===== src/rtl/bhpe_pkg.sv =====
`timescale 1ns / 1ps

package bhpe_pkg;

  localparam int MAX_CELLS_DEF = 256;
  localparam int FRAC_BITS_DEF = 16;
  localparam int SLOTS         = 12;
  localparam int STEP_W        = 4;

  localparam int IN_W   = 144;
  localparam int OUT_W  = 96;
  localparam int KIND_W = 2;
  localparam int CELL_W = 8;
  localparam int SLOT_W = 4;
  localparam int COMP_W = 32;
  localparam int PAR_W  = 17;
  // {cell, side, slot} address, wide enough for 256 cells
  localparam int LA_W   = 13;

  // input word field offsets
  localparam int CELL_LO = 0;
  localparam int SIDE_LO = 8;
  localparam int SLOT_LO = 9;
  localparam int X_LO    = 13;
  localparam int Y_LO    = 45;
  localparam int Z_LO    = 77;
  localparam int U_LO    = 109;
  localparam int V_LO    = 126;

  localparam logic [KIND_W-1:0] KIND_LOAD  = 2'd0;
  localparam logic [KIND_W-1:0] KIND_VALUE = 2'd1;
  localparam logic [KIND_W-1:0] KIND_DERIV = 2'd2;

  typedef struct packed {
    logic              capture;
    logic              mem_we;
    logic              sq;
    logic              cube;
    logic              basis;
    logic              issue;
    logic [STEP_W-1:0] step;
    logic              rnd;
    logic              out_load;
  } cmd_t;

  typedef struct packed {
    logic busy;
    logic zero;
    logic out_free;
  } sts_t;

  // patch vectors in accumulation order; twist terms are skipped
  function automatic logic [SLOT_W-1:0] step_slot(input logic [STEP_W-1:0] k);
    logic [SLOT_W-1:0] s;
    case (k)
      4'd0:    s = 4'd0;
      4'd1:    s = 4'd1;
      4'd2:    s = 4'd8;
      4'd3:    s = 4'd9;
      4'd4:    s = 4'd3;
      4'd5:    s = 4'd2;
      4'd6:    s = 4'd11;
      4'd7:    s = 4'd10;
      4'd8:    s = 4'd4;
      4'd9:    s = 4'd5;
      4'd10:   s = 4'd7;
      4'd11:   s = 4'd6;
      default: s = 4'd0;
    endcase
    return s;
  endfunction

  function automatic logic [1:0] step_urole(input logic [STEP_W-1:0] k);
    logic [1:0] r;
    case (k)
      4'd0, 4'd1, 4'd2, 4'd3: r = 2'd0;
      4'd4, 4'd5, 4'd6, 4'd7: r = 2'd1;
      4'd8, 4'd9:             r = 2'd2;
      default:                r = 2'd3;
    endcase
    return r;
  endfunction

  function automatic logic [1:0] step_vrole(input logic [STEP_W-1:0] k);
    logic [1:0] r;
    case (k)
      4'd0, 4'd4, 4'd8, 4'd10: r = 2'd0;
      4'd1, 4'd5, 4'd9, 4'd11: r = 2'd1;
      4'd2, 4'd6:              r = 2'd2;
      default:                 r = 2'd3;
    endcase
    return r;
  endfunction

endpackage


===== src/rtl/bhpe_ctrl.sv =====
`timescale 1ns / 1ps

module bhpe_ctrl import bhpe_pkg::*; (
  input  logic              clk,
  input  logic              rst,
  input  logic              in_valid,
  input  logic [KIND_W-1:0] in_kind,
  output logic              in_ready,
  input  sts_t              sts,
  output cmd_t              cmd
);

  typedef enum logic [7:0] {
    S_IDLE  = 8'b0000_0001,
    S_SQ    = 8'b0000_0010,
    S_CUBE  = 8'b0000_0100,
    S_BASIS = 8'b0000_1000,
    S_RUN   = 8'b0001_0000,
    S_DRAIN = 8'b0010_0000,
    S_RND   = 8'b0100_0000,
    S_DONE  = 8'b1000_0000
  } state_t;

  state_t            state, state_next;
  logic [STEP_W-1:0] step, step_next;

  assign in_ready = (state == S_IDLE);

  always_comb begin
    cmd        = '0;
    state_next = state;
    step_next  = step;
    cmd.step   = step;
    case (state)
      S_IDLE: begin
        if (in_valid) begin
          case (in_kind)
            KIND_LOAD: cmd.mem_we = 1'b1;
            KIND_VALUE, KIND_DERIV: begin
              cmd.capture = 1'b1;
              state_next  = S_SQ;
            end
            default: ;
          endcase
        end
      end
      S_SQ: begin
        cmd.sq     = 1'b1;
        state_next = S_CUBE;
      end
      S_CUBE: begin
        cmd.cube   = 1'b1;
        state_next = S_BASIS;
      end
      S_BASIS: begin
        cmd.basis  = 1'b1;
        step_next  = '0;
        state_next = sts.zero ? S_DONE : S_RUN;
      end
      S_RUN: begin
        cmd.issue = 1'b1;
        if (step == STEP_W'(SLOTS - 1)) begin
          state_next = S_DRAIN;
        end else begin
          step_next = step + 1'b1;
        end
      end
      S_DRAIN: begin
        if (!sts.busy) state_next = S_RND;
      end
      S_RND: begin
        cmd.rnd    = 1'b1;
        state_next = S_DONE;
      end
      S_DONE: begin
        if (sts.out_free) begin
          cmd.out_load = 1'b1;
          state_next   = S_IDLE;
        end
      end
      default: state_next = S_IDLE;
    endcase
  end

  always_ff @(posedge clk) begin
    if (rst) begin
      state <= S_IDLE;
      step  <= '0;
    end else begin
      state <= state_next;
      step  <= step_next;
    end
  end

endmodule


===== config.mk =====
export PLATFORM = sky130hd
export DESIGN_NAME = bhpe_ctrl
export DESIGN_NICKNAME = d
export VERILOG_FILES = /design/src/rtl/bhpe_pkg.sv /design/src/rtl/bhpe_ctrl.sv
export SDC_FILE = /design/constraint.sdc
export NUM_CORES = 1
export LEC_CHECK = 0
export BUFFER_PORTS_ARGS = -buffer_cell sky130_fd_sc_hd__buf_4
export CORE_MARGIN = 3
export CORE_UTILIZATION = 49
export CTS_CLUSTER_DIAMETER = 100
export DETAILED_ROUTE_END_ITERATION = 16
export PLACE_DENSITY = 0.79
export REMOVE_ABC_BUFFERS = 1
export SYNTH_ARGS = -nofsm -noshare
export SYNTH_HDL_FRONTEND = slang
export SYNTH_SLANG_ARGS = --single-unit

===== constraint.sdc =====
create_clock -name clk -period 1.79 [get_ports clk]
set_input_delay 0.179 -clock clk [delete_from_list [all_inputs] [get_ports clk]]
set_output_delay 0.179 -clock clk [all_outputs]
set_load 0.01 [all_outputs]

### After elaboration in Yosys (flattened, before gate mapping)

Cells that the tools add are included.

* $add $sub $neg: 1
* equal/unequal tests: 17
* muxes and demuxes: 20
* reductions and logical operators: 5

Operator list (number)
* 8-bit case mux with 8 select lines: 1
* 8-bit 2-to-1 mux: 6
* 2-bit inequality test (second input constant): 5
* 1-bit 2-to-1 mux: 9
* 8-bit by 1-bit == test with 1-bit output (second input constant): 1
* 8-bit by 2-bit == test with 1-bit output (second input constant): 1
* 8-bit by 3-bit == test with 1-bit output (second input constant): 1
* 8-bit by 4-bit == test with 1-bit output (second input constant): 1
* 8-bit by 5-bit == test with 1-bit output (second input constant): 1
* 8-bit by 6-bit == test with 1-bit output (second input constant): 1
* 8-bit by 7-bit == test with 1-bit output (second input constant): 1
* 8-bit == test (second input constant): 1
* 4-bit case mux with 2 select lines: 1
* 5-bit AND reduction: 1
* 4-bit by 1-bit adder with 4-bit output (second input constant): 1
* 4-bit == test (second input constant): 1
* 2-bit 2-to-1 mux: 2
* 4-bit 2-to-1 mux: 1
* 2-bit by 1-bit == test with 1-bit output (second input constant): 1
* 2-bit == test (second input constant): 1
* 2-bit logical NOT: 1
* 2-bit by 1-bit inequality test with 1-bit output (second input constant): 1
* 2-bit AND reduction: 1
* 2-bit nonzero test: 1
* 2-bit OR reduction: 1

* register bits after elaboration: 12
* input bits: 8
* output and inout port bits: 13
* word-level logic and storage cells: 45

### Logic depth before layout (Yosys ltp)

* word-level depth: 5
* gate-level depth with buffers: 6

### Least setup slack after synthesis

OpenSTA, ideal clock, no wires.

* path type: register to register
* start point: reg state[0]
* end point: reg step[2]
* setup time: 0.059 ns
* arrival: 1.467 ns
* data required time: 1.731 ns
* slack: 0.263 ns
* stages on the path, launching flop included: 5
* buffers on the path: 0
* clock period less this slack: 1.527 ns
* cell sequence: dfxtp_1 nor4_4 nand4_4 or4b_1 nand2_1

* word-level cells in the longest chain between the ends: 3
* elaborated cells on any way between the ends: 6
* classes of those cells: 3 x eq/ne; 1 x mux; 2 x reduce/logical

RTL lines
* start, declared: line bhpe_ctrl.sv:24 `state_t state, state_next;`
* start signal, assigned: line bhpe_ctrl.sv:90 `state <= state_next;`
* 8-bit by 5-bit == test with 1-bit output or 8-bit by 4-bit == test with 1-bit output (tied branches): line bhpe_ctrl.sv:34 `case (state)`
* 2-bit inequality test (no source line) or 2-bit nonzero test (tied branches)
* 2-bit AND reduction (no source line)
* end signal, assigned: line bhpe_ctrl.sv:91 `step <= step_next;`
* end, declared: line bhpe_ctrl.sv:25 `logic [STEP_W-1:0] step, step_next;`

Parallel ways exist; a longest one is shown, timed or not.
A chain may end at the register's enable or synchronous reset.

==> metrics.md <==
| Metric | Value |
|---|---|
| Vias | `764` |
| Drt drc | `0` |
| Post-Syn Area | `714 um^2` |
| Yosys warning count | `0` |
| Critical-path maximum fanout | `6` |
| Slew Limit Headroom | `0.676` |
| Synth async-reset ratio | `0` |
| DRT iter0 DRCs | `31` |
| Sequential power share | `0.426` |
| Post-route insts no fill | `~120` |
| Post-layout net count | `121` |
| Slew @ Worst Pin | `0.484 ns` |
| Yosys reg bits | `12` |
| Area Growth Syn to Fin | `31.7%` |
| Final min period | `~1.7 ns` |
| MaxCap Viol Count | `0` |
| LEAKAGE | `around 0.44 nW` |
| Seq/Total Area, Yosys | `0.336` |
| Io pins | `21` |
| Crit path capture type | `primary output` |
| Layout fillers | `102` |
| CTS sink count | `12` |
| Outcome | `finished, final reports clean` |
| Placed cells | `120` |
| Fmax | `576 MHz` |
| Grt total ovfl | `0` |
| Root buffer cell | `clkbuf_4` |
| Core ar. | `roughly 1300 um^2` |
| Switch share | `0.341` |
| Peak VDD IR | `just under 0.6 mV` |
| Post-synthesis cell type count | `35` |
| DR WL/cell | `around 14 um` |
| Vias in the first global route | `between 600 and 700` |
| Most common cell after layout, fill and taps aside | `buf_4` |
| Final worst-path cycle share | `0.971` |
| Gate power share | `0.351` |
| Req. time, crit path | `between 1.5 and 2 ns` |
| Final hold violation count | `0` |
| PD cells | `a little under 800 nW/um^2` |
| Cts bufs inserted | `3` |
| Number of buffers added on ports | `20` |
| TritonCTS clock tree | `done` |
| Synth top area share | `0.336` |
| WS Path Type | `reg2out` |
| CTS clk-pin slew, worst paths | `~0.07 ns` |
| Yosys top cell by area | `dfxtp_1` |
| Commonest non-fill, non-tap cells in the layout | `24 x buf_4, 11 x dfxtp_1, 8 x nand3_1, 8 x inv_1, 5 x nand2_1` |
| Psw | `0.252 mW` |
| GRT Util Overall | `0.188` |
| Worst endpoint data arrival time | `between 1.5 and 2 ns` |
| Final setup fails | `0` |
| Largest net degree at the start of global routing | `10` |
| Final ANT Viol Nets | `0` |
| Clock tree buffer depth | `2` |
| Initial core utilization | `0.536` |
| Die width | `around 44 um` |
| First-pass detailed-route iteration total | `4` |
| Die ar. | `roughly 2000 um^2` |
| Layout cells sized above 1 | `0.321` |
| Internal | `~0.49 mW` |
| First-pass GRT wire length | `roughly 2700 um` |
| # rows | `13` |
| RSZ-0062 raised after global routing | `yes` |
| Most common flop cell mapped by yosys | `dfxtp_1` |
| RePlAce Congestion | `between 0.8 and 0.9` |
| HPWL Detailed | `between 1000 and 1500 um` |
| Clock network fraction of design power | `0.223` |
| Max Slew Vio Count | `0` |
| Final Total Pwr | `~0.74 mW` |
| Chip Height | `roughly 44 um` |
| Synth top area cells | `dfxtp_1 34%, nand3_1 5.6%, inv_1 4.2%` |
| EDFF count, synth | `0` |
| Initial antenna violation count | `0` |
| Via density | `about 6.2` |
| Syn_area_per_cell | `8.51 um^2` |
| H-tree lvl count | `1` |
| Clk_lat worst skew | `approximately 0.27 ns` |
| Startpoint Class | `register` |
| Worst clock skew | `around 0.0027 ns` |
| Hold Path Class | `in2reg` |
| Synth Instances | `84` |
| FF-to-FF setup slack | `approximately 0.12 ns` |
| Final core utilization | `0.705` |
| Wirelength, routed | `around 1700 um` |
| N_diodes | `0` |
## power groups by stage
stage	Clock, mW	Combinational [mW]	Sequential (mW)
global placement	0	0.236	0.315
detailed placement	0	0.238	0.316
CTS	0.170	0.240	0.310
finish	0.165	0.260	0.316
global route	0.181	0.283	0.321
floorplan	0	0.144	0.312
## worst max-delay path, stage by stage (launching register included)
cell     delay [ns]
dfxtp_1        0.40
nor4_2         0.31
buf_4          0.17
nand3_1        0.14
inv_1          0.14
buf_4          0.13
## final timing paths
path | endpoint | cells after the start | start
max | cmd[7] | 5 | state[5]$_SDFFE_PP0P_
min | state[4]$_SDFFE_PP0P_ | 2 | rst
max reg2reg | step[2]$_SDFFE_PP0P_ | 4 | state[4]$_SDFFE_PP0P_
min reg2reg | step[3]$_SDFFE_PP0P_ | 2 | step[3]$_SDFFE_PP0P_
## layer usage
metal	routed length, um	global-route usage	share of wire	vias up
li1	-	-	-	366
met4	19	0.0723	0.011	0
met3	124	0.0366	0.072	4
met2	823	0.282	0.48	33
met5	0	0	0	-
met1	757	0.264	0.44	361
## through the flow
stage | setup WS, ns | setup TNS (ns) | hold WS [ns] | instance area (um^2)
final | 0.0524 | 0 | 0.144 | 941
after global routing | -0.0397 | -0.0772 | 0.139 | 941
after CTS | 0.00561 | 0 | 0.130 | 917
after detailed placement | 0.154 | 0 | 0.426 | 895
after global placement | 0.205 | 0 | 0.427 | 895
after floorplan | 0.263 | 0 | 0.248 | 703
## cells in the mapped netlist, drive strengths merged (2+ instances only)
library cell	number
a21oi	4
a31oi	2
and3	2
and4b	2
buf	2
dfxtp	12
ha	2
inv	8
nand2	5
nand3	8
nand4	2
nand4b	2
nor2	5
nor2b	4
nor3b	2
nor4	3
o211ai	2
o21ai	2
xor2	2
## sequential cells by signal, indices dropped and copies added, names as in the netlist
register  count
step          4
state         8
## cell families (layout without fill, tap and decap cells)
family                     count (synthesis)  in the layout  synth area share
xor gates and xnor gates                   3              3            0.0368
DFF                                       12             12             0.336
AOI/OAI and AO/OA                         14             14             0.126
adders and majority gates                  2              2            0.0350
and+or+nand+nor                           43             43             0.408
buffers and inverters                     10             35            0.0578
## area by class of cell
class                      count  area, um^2  share of cell area
tap                           15        18.8              0.0199
multi-input combinational     62         448               0.476
timing repair buffer          24         180               0.191
inverter                       8        30.0              0.0319
sequential                    12         241               0.257
clock buffer                   3        22.5              0.0239
## repair_timing
action                                 CTS  global route
resized for setup                        0             5
hold buffers                             0             0
endpoints found under the hold margin    0             0
buffers inserted                         0             1
setup endpoints to repair                0             5
Note: power is estimated with default switching activity, not from simulation.
